### config.mk
export PLATFORM = sky130hd
export DESIGN_NAME = priority_insert_stack_top
export DESIGN_NICKNAME = d
export VERILOG_FILES = /design/src/pis_pkg.sv /design/src/priority_insert_stack_top.sv
export SDC_FILE = /design/constraint.sdc
export NUM_CORES = 2
export LEC_CHECK = 0
export BUFFER_PORTS_ARGS = -buffer_cell sky130_fd_sc_hd__clkbuf_2
export CAP_MARGIN = 5
export CORE_MARGIN = 1
export CORE_UTILIZATION = 55
export CTS_CLUSTER_DIAMETER = 150
export DETAILED_ROUTE_END_ITERATION = 10
export PLACE_DENSITY = 0.71
export SYNTH_ARGS = -nofsm -noshare
export SYNTH_HDL_FRONTEND = slang
export SYNTH_SLANG_ARGS = --single-unit
### constraint.sdc
create_clock -name clk_i -period 11.5 [get_ports clk_i]
set_clock_uncertainty 0.05 [all_clocks]
set_input_delay 1.725 -clock clk_i [delete_from_list [all_inputs] [get_ports clk_i]]
set_output_delay 1.725 -clock clk_i [all_outputs]
set_load 0.1 [all_outputs]
### src/pis_pkg.sv
package pis_pkg;

  typedef enum logic [2:0] {
    FUNC_PUSH          = 3'd0,
    FUNC_POP           = 3'd1,
    FUNC_DROP          = 3'd2,
    FUNC_REMOVE_BOTTOM = 3'd3,
    FUNC_REVERSE       = 3'd4,
    FUNC_CLEAR         = 3'd5,
    FUNC_STATUS        = 3'd6
  } func_e;

  typedef enum logic [3:0] {
    ST_IDLE,
    ST_PUSH_WALK,
    ST_PUSH_PUT,
    ST_RB_WALK,
    ST_REV_A,
    ST_REV_B,
    ST_RD_TOP,
    ST_RD_BOT,
    ST_LOAD
  } state_e;

  localparam int unsigned FUNC_BITS = 3;
  localparam int unsigned IN_DATA_BITS = 24;
  localparam int unsigned OUT_DATA_BITS = 48;
  localparam int unsigned PORT_ID_BITS = 16;
  localparam int unsigned PORT_CNT_BITS = 7;

endpackage

### src/priority_insert_stack_top.sv
// Bounded stack of client entries (id and registered flag) held in a single
// synchronous RAM with one read and one write port. Pushing a registered
// client puts it on top; an unregistered one is slipped beneath the run of
// registered entries at the top. One result item follows every input item,
// giving top, bottom, count, empty and push-rejected after the operation.
// Push onto top, pop, drop, clear and status go straight to reading the top
// and bottom entries and loading the result; an unregistered push first moves
// each registered entry of the top run up one slot, remove-bottom first shifts
// the stack down by one, and reverse first swaps the entries pair by pair.
// These walks go through the single read port of the entry RAM, walking the
// stack one entry per cycle. A new item is taken
// while the previous result still waits in the output register; the next
// result then stalls until that register is free.
module priority_insert_stack_top #(
  parameter int unsigned DEPTH   = 64,
  parameter int unsigned ID_BITS = 16
) (
  input  logic        clk_i,
  input  logic        rst_ni,
  input  logic        s_axis_tvalid,
  output logic        s_axis_tready,
  // client_id[15:0], registered[16], drop_count[23:17]
  input  logic [pis_pkg::IN_DATA_BITS-1:0]  s_axis_tdata,
  // func[2:0]
  input  logic [pis_pkg::FUNC_BITS-1:0]     s_axis_tuser,
  output logic        m_axis_tvalid,
  input  logic        m_axis_tready,
  // top_id[15:0], top_registered[16], bottom_id[32:17], bottom_registered[33],
  // entry_count[40:34], is_empty[41], push_rejected[42], zero[47:43]
  output logic [pis_pkg::OUT_DATA_BITS-1:0] m_axis_tdata
);

  localparam int unsigned AW = (DEPTH > 1) ? $clog2(DEPTH) : 1;
  localparam int unsigned CW = $clog2(DEPTH + 1);
  localparam int unsigned XW = (CW > pis_pkg::PORT_CNT_BITS) ? CW : pis_pkg::PORT_CNT_BITS;
  localparam int unsigned EW = ID_BITS + 1;

  pis_pkg::state_e state_q, state_d;
  pis_pkg::func_e  func;

  logic [CW-1:0] cnt_q, cnt_d;
  logic [CW-1:0] idx_q, idx_d;
  logic [AW-1:0] lo_q, lo_d;
  logic [AW-1:0] hi_q, hi_d;
  logic          pend_q, pend_d;
  logic [EW-1:0] new_q, new_d;
  logic          rej_q, rej_d;
  logic [EW-1:0] top_q, top_d;
  logic          out_valid_q, out_valid_d;
  logic [pis_pkg::OUT_DATA_BITS-1:0] out_data_q, out_data_d;

  logic [EW-1:0] mem [DEPTH];
  logic [EW-1:0] rd_q;
  logic [AW-1:0] rd_addr;
  logic          we;
  logic [AW-1:0] wr_addr;
  logic [EW-1:0] wr_data;

  logic          in_acc;
  logic [EW-1:0] in_entry;
  logic [pis_pkg::PORT_ID_BITS-1:0]  in_id;
  logic [pis_pkg::PORT_CNT_BITS-1:0] in_drop;
  logic          in_reg;
  logic [AW-1:0] top_addr;
  logic          empty;

  assign in_id   = s_axis_tdata[15:0];
  assign in_reg  = s_axis_tdata[16];
  assign in_drop = s_axis_tdata[23:17];
  assign func    = pis_pkg::func_e'(s_axis_tuser);

  assign in_entry = {in_reg, ID_BITS'(in_id)};
  assign s_axis_tready = (state_q == pis_pkg::ST_IDLE);
  assign in_acc   = s_axis_tvalid & s_axis_tready;
  assign empty    = (cnt_q == '0);
  assign top_addr = empty ? '0 : AW'(cnt_q - 1'b1);

  assign m_axis_tvalid = out_valid_q;
  assign m_axis_tdata  = out_data_q;

  always_ff @(posedge clk_i) begin
    if (we) begin
      mem[wr_addr] <= wr_data;
    end
    rd_q <= mem[rd_addr];
  end

  always_comb begin
    state_d     = state_q;
    cnt_d       = cnt_q;
    idx_d       = idx_q;
    lo_d        = lo_q;
    hi_d        = hi_q;
    pend_d      = pend_q;
    new_d       = new_q;
    rej_d       = rej_q;
    top_d       = top_q;
    out_valid_d = out_valid_q & ~m_axis_tready;
    out_data_d  = out_data_q;
    rd_addr     = '0;
    we          = 1'b0;
    wr_addr     = '0;
    wr_data     = rd_q;

    case (state_q)
      pis_pkg::ST_IDLE: begin
        rd_addr = (func == pis_pkg::FUNC_REMOVE_BOTTOM) ? AW'(1) : top_addr;
        if (in_acc) begin
          rej_d   = 1'b0;
          state_d = pis_pkg::ST_RD_TOP;
          case (func)
            pis_pkg::FUNC_PUSH: begin
              if (cnt_q == CW'(DEPTH)) begin
                rej_d = 1'b1;
              end else begin
                cnt_d = cnt_q + 1'b1;
                new_d = in_entry;
                if (in_reg || empty) begin
                  we      = 1'b1;
                  wr_addr = AW'(cnt_q);
                  wr_data = in_entry;
                end else begin
                  idx_d   = cnt_q;
                  state_d = pis_pkg::ST_PUSH_WALK;
                end
              end
            end
            pis_pkg::FUNC_POP: begin
              if (!empty) begin
                cnt_d = cnt_q - 1'b1;
              end
            end
            pis_pkg::FUNC_DROP: begin
              if (XW'(in_drop) >= XW'(cnt_q)) begin
                cnt_d = '0;
              end else begin
                cnt_d = cnt_q - CW'(in_drop);
              end
            end
            pis_pkg::FUNC_REMOVE_BOTTOM: begin
              if (!empty) begin
                cnt_d = cnt_q - 1'b1;
              end
              if (cnt_q >= CW'(2)) begin
                idx_d   = CW'(1);
                state_d = pis_pkg::ST_RB_WALK;
              end
            end
            pis_pkg::FUNC_REVERSE: begin
              if (cnt_q >= CW'(2)) begin
                lo_d    = '0;
                hi_d    = top_addr;
                pend_d  = 1'b0;
                state_d = pis_pkg::ST_REV_A;
              end
            end
            pis_pkg::FUNC_CLEAR: begin
              cnt_d = '0;
            end
            default: begin
            end
          endcase
        end
      end

      // rd_q holds the entry just below the slot at idx_q
      pis_pkg::ST_PUSH_WALK: begin
        we      = 1'b1;
        wr_addr = AW'(idx_q);
        if (rd_q[EW-1]) begin
          wr_data = rd_q;
          idx_d   = idx_q - 1'b1;
          if (idx_q > CW'(1)) begin
            rd_addr = AW'(idx_q - CW'(2));
          end else begin
            state_d = pis_pkg::ST_PUSH_PUT;
          end
        end else begin
          wr_data = new_q;
          state_d = pis_pkg::ST_RD_TOP;
        end
      end

      pis_pkg::ST_PUSH_PUT: begin
        we      = 1'b1;
        wr_addr = AW'(idx_q);
        wr_data = new_q;
        state_d = pis_pkg::ST_RD_TOP;
      end

      // shift every entry down by one; rd_q holds entry idx_q
      pis_pkg::ST_RB_WALK: begin
        we      = 1'b1;
        wr_addr = AW'(idx_q - 1'b1);
        if (idx_q < cnt_q) begin
          rd_addr = AW'(idx_q + 1'b1);
          idx_d   = idx_q + 1'b1;
        end else begin
          state_d = pis_pkg::ST_RD_TOP;
        end
      end

      // rd_q holds the old upper entry of the previous pair
      pis_pkg::ST_REV_A: begin
        wr_addr = lo_q - 1'b1;
        if (hi_q > lo_q) begin
          rd_addr = lo_q;
          we      = pend_q;
          state_d = pis_pkg::ST_REV_B;
        end else begin
          we      = 1'b1;
          state_d = pis_pkg::ST_RD_TOP;
        end
      end

      // read-first: the old upper entry is read while the lower one lands
      pis_pkg::ST_REV_B: begin
        rd_addr = hi_q;
        we      = 1'b1;
        wr_addr = hi_q;
        lo_d    = lo_q + 1'b1;
        hi_d    = hi_q - 1'b1;
        pend_d  = 1'b1;
        state_d = pis_pkg::ST_REV_A;
      end

      pis_pkg::ST_RD_TOP: begin
        rd_addr = top_addr;
        state_d = pis_pkg::ST_RD_BOT;
      end

      pis_pkg::ST_RD_BOT: begin
        top_d   = rd_q;
        state_d = pis_pkg::ST_LOAD;
      end

      pis_pkg::ST_LOAD: begin
        if (!out_valid_q || m_axis_tready) begin
          out_valid_d = 1'b1;
          if (empty) begin
            out_data_d = {5'b0, rej_q, 1'b1, 7'b0, 1'b0, 16'b0, 1'b0, 16'b0};
          end else begin
            out_data_d = {5'b0, rej_q, 1'b0,
                          pis_pkg::PORT_CNT_BITS'(cnt_q),
                          rd_q[EW-1], pis_pkg::PORT_ID_BITS'(rd_q[ID_BITS-1:0]),
                          top_q[EW-1], pis_pkg::PORT_ID_BITS'(top_q[ID_BITS-1:0])};
          end
          state_d = pis_pkg::ST_IDLE;
        end
      end

      default: begin
        state_d = pis_pkg::ST_IDLE;
      end
    endcase
  end

  always_ff @(posedge clk_i or negedge rst_ni) begin
    if (!rst_ni) begin
      state_q     <= pis_pkg::ST_IDLE;
      cnt_q       <= '0;
      out_valid_q <= 1'b0;
    end else begin
      state_q     <= state_d;
      cnt_q       <= cnt_d;
      out_valid_q <= out_valid_d;
    end
  end

  always_ff @(posedge clk_i) begin
    idx_q      <= idx_d;
    lo_q       <= lo_d;
    hi_q       <= hi_d;
    pend_q     <= pend_d;
    new_q      <= new_d;
    rej_q      <= rej_d;
    top_q      <= top_d;
    out_data_q <= out_data_d;
  end

endmodule
==> flow_summary.toml <==
[cells_and_area]
finish.cell_count_without_fillers = 4878
areaGrowthSynthToFinish_pct = 11.49
nets = 3673
layout-drive-gt1-share_pct = 11.48
layout_commonest_cell = "edfxtp_1"
sequential_cell_area_mm2 = 0.03625
multiInputGateArea_mm2 = 0.01228
post-route-util_pct = 62.21
fillerInstances = 6448
layout_common_cells = "edfxtp_1 (1,186), nand2_1 (675), mux2i_1 (267)"

[worst_setup_path]
r2r.worst_path.cells = 13
timing.setup.critical_path_class = "flip-flop to flip-flop"
cpMaxStageDelayCell = "buf_4"
worstPathCellList = "nand2b_1 -> or2_1 -> inv_2 -> a211oi_1 -> a21oi_1 -> a2111oi_4 -> buf_12 -> buf_4 -> mux2i_1 -> o22ai_1 -> o21ai_0 -> nand4_1 -> or3_1"
cp.required_ns = 12.04
timing.rr.start = "state_q[3]"
setup.worst_path.start_class = "flip-flop"
worst_setup_path_endpoint = "rd_q[9]"
crit_fanout = 149
worstSetupPathDepth = 13
timing.critical_path.slowest_cell_delay_ns = 0.85
worst_r2r_endpoint = "rd_q[9]"
timing.critical_path.from = "state_q[3]"
timing.critical_path.to_type = "flip-flop"
cp_num_buf_inv = 3
cpLargestDelayFamily = "buffers and inverters"
setup.reg_to_reg.worst_slack_ns = 5.11
worstPathArrival_ns = 6.92

[placed_design]
placed_cells_incl_taps = 4656
gp_congestion = 0.9224
final_hpwl_dp_um = 78310
detailedPlace.worstSlack_ns = 4.910
buffer_ports.inserted = 75

[global_routing]
global_route.peak_usage_layer = "met2"
met2_grt_util_pct = 44.87
grt_remaining_overflow = 0
grt_usage_pct = 28.98
grt_start_max_net_pins = 164
vias_in_the_first_global_route = 29260
grt.met3_usage_pct = 4.805
grt_first_pass_wirelength_um = 193500
antenna_found_initial = 1
global_routing_usage_on_met1_pct = 41.77

[clock_tree]
cts_setup_buffers = 0
clock_path_buffers = 3
cts_resized = 0
clkLatencyLatePin_ns = 0.71
cts_made_buffers = 117
cts_max_level = 3
path_clk_slew_ns = 0.07
cts_sinks = 1215
clock_tree.root_cell = "clkbuf_16"
cts.hold.buffers_added = 0
cts_tree = "done"

[power_and_ir_drop]
p_leak_nw = 19.85
power.density_mw_per_mm2 = 312.6
max-vdd-ir-drop_uv = 349.6

[sta]
whs_ns = 0.3863
setup_viol = 0
grt_setup_unrepaired = "no"
finalSetupTns_ns = 0
worst-slew-pin-transition_ns = 1.351
fin_crit_sh_pct = 55.53
slew-limit-headroom_pct = 9.963
timing.final.hold_violations = 0
maxSlewViolCount = 0
post-route-worst-setup-slack_ns = 5.114
final_critical_path_time_including_i_o_delays_and_setup_ns = 6.386
achievable_freq_ghz = 0.1566

[routing]
wl_per_cell_um = 27.11
via_per_inst = 6.374
dr.first_iter.drc_count = 4372
route.antenna.remaining_nets = 0
post-route-drc-count = 0
drt_first_pass_iters = 6
route.vias.total = 31090
wirelength_um = 132300

[outcome]
outcome = "complete, no violations"

[floorplan]
floorplan.rows = 109
die_area_mm2 = 0.09141
starting_density_pct = 55.80
num_io_pins = 81
fp.dieH_um = 302.3
placeable_core_area_mm2 = 0.08892
fp.dieW_um = 302.3

[synth]
synth_sequential_area_ratio_pct = 73.07
ys_seq_elements = 1215
synth_enable_flop_cells = 1186
synth_top_cell_area_share_pct = 71.78
synth.top_cells.by_area = "edfxtp_1 (72%), mux2i_1 (5.4%), nand2_1 (5.1%), nand3_1 (2.7%), a21oi_1 (1.1%)"
synth_top_flop_cell = "edfxtp_1"
mean_instance_size_in_the_synthesized_netlist_um2 = 14.11
netlist_area_mm2 = 0.04961
yosys_warn_count = 0
synth.lib_cells_used.distinct = 86
async_reset_ff_share_pct = 0.9877
synth_top_area_cell = "edfxtp_1"
syn-instance-count = 3516

[run]
max-cap-violations = 0

[min_path]
hold_class = "flip-flop to flip-flop"
## area by class of cell
type                       instances  share of cell area (%)
sequential                      1215                   65.54
multi-input combinational       2048                   22.19
clock buffer                     155                   5.768
tap                             1165                   2.635
timing repair buffer             178                   2.190
clock inverter                    65                   1.321
inverter                          50                  0.3416
antenna                            2                0.009048
## metrics by stage
stage / power, mW / instance area, µm²
after CTS: 17.15 / 55310
after detailed placement: 13.29 / 51390
after global placement: 13.18 / 51390
after global routing: 17.85 / 55310
final: 17.29 / 55320
after floorplan: 10.63 / 49630
## layer usage
layer | wire length [µm] | vias to the layer above
li1 | - | 13470
met1 | 51970 | 15470
met2 | 61090 | 1916
met3 | 14770 | 240
met4 | 4428 | 0
met5 | 0 | -
## sequential cells by signal, indices dropped and copies added (netlist names), 4 cells and up
register,flops
lo_q,6
cnt_q,7
idx_q,7
rd_q,17
hi_q,6
new_q,17
state_q,4
m_axis_tdata,43
mem,1088
top_q,17
## synth_stat cells, drive strengths merged (24+ instances only)
cell / count
a211oi: 24
a21oi: 112
nand3: 267
nor2: 113
o21ai: 69
edfxtp: 1186
mux2i: 267
o22ai: 61
nand2: 675
o2111ai: 32
nand4: 39
clkbuf: 73
inv: 48
buf: 134
ha: 31
and2: 43
nor3: 33
## cell families after synthesis
kind of cell	share of synthesized area, %
AO/OA/AOI/OAI	6.259
XOR/XNOR	0.5472
adder cells (fa/ha/maj)	0.8221
buffers and inverters	2.378
flip-flops	73.07
multiplexers	5.432
other	0.007558
AND/OR/NAND/NOR	11.48
## power breakdown
part / switching, mW / internal (mW) / leakage [nW]
Clock: 1.65 / 2.25 / 1.91
Sequential: 0.236 / 6.22 / 11.0
Combinational: 5.17 / 1.77 / 6.94
## worst register-to-register path, delay by kind of cell (launching register included)
kind / cells / cell delay, ns
muxes: 1 / 0.31
DFF: 1 / 0.68
buffers and inverters: 3 / 1.94
AOI/OAI and AO/OA: 5 / 1.65
and+or+nand+nor: 4 / 1.65
## worst min path at each step
stage | from | to | slack [ns] | cells past startpoint
6_report | rej_q | m_axis_tdata[42] | 0.39 | 0
5_1_grt | rej_q | m_axis_tdata[42] | 0.40 | 0
3_3_place_gp | rej_q | m_axis_tdata[42] | 0.38 | 0
3_5_place_dp | rej_q | m_axis_tdata[42] | 0.38 | 0
4_1_cts | rej_q | m_axis_tdata[42] | 0.39 | 0
2_1_floorplan | rej_q | m_axis_tdata[42] | 0.35 | 0
Note: power is estimated with default switching activity, not from simulation.
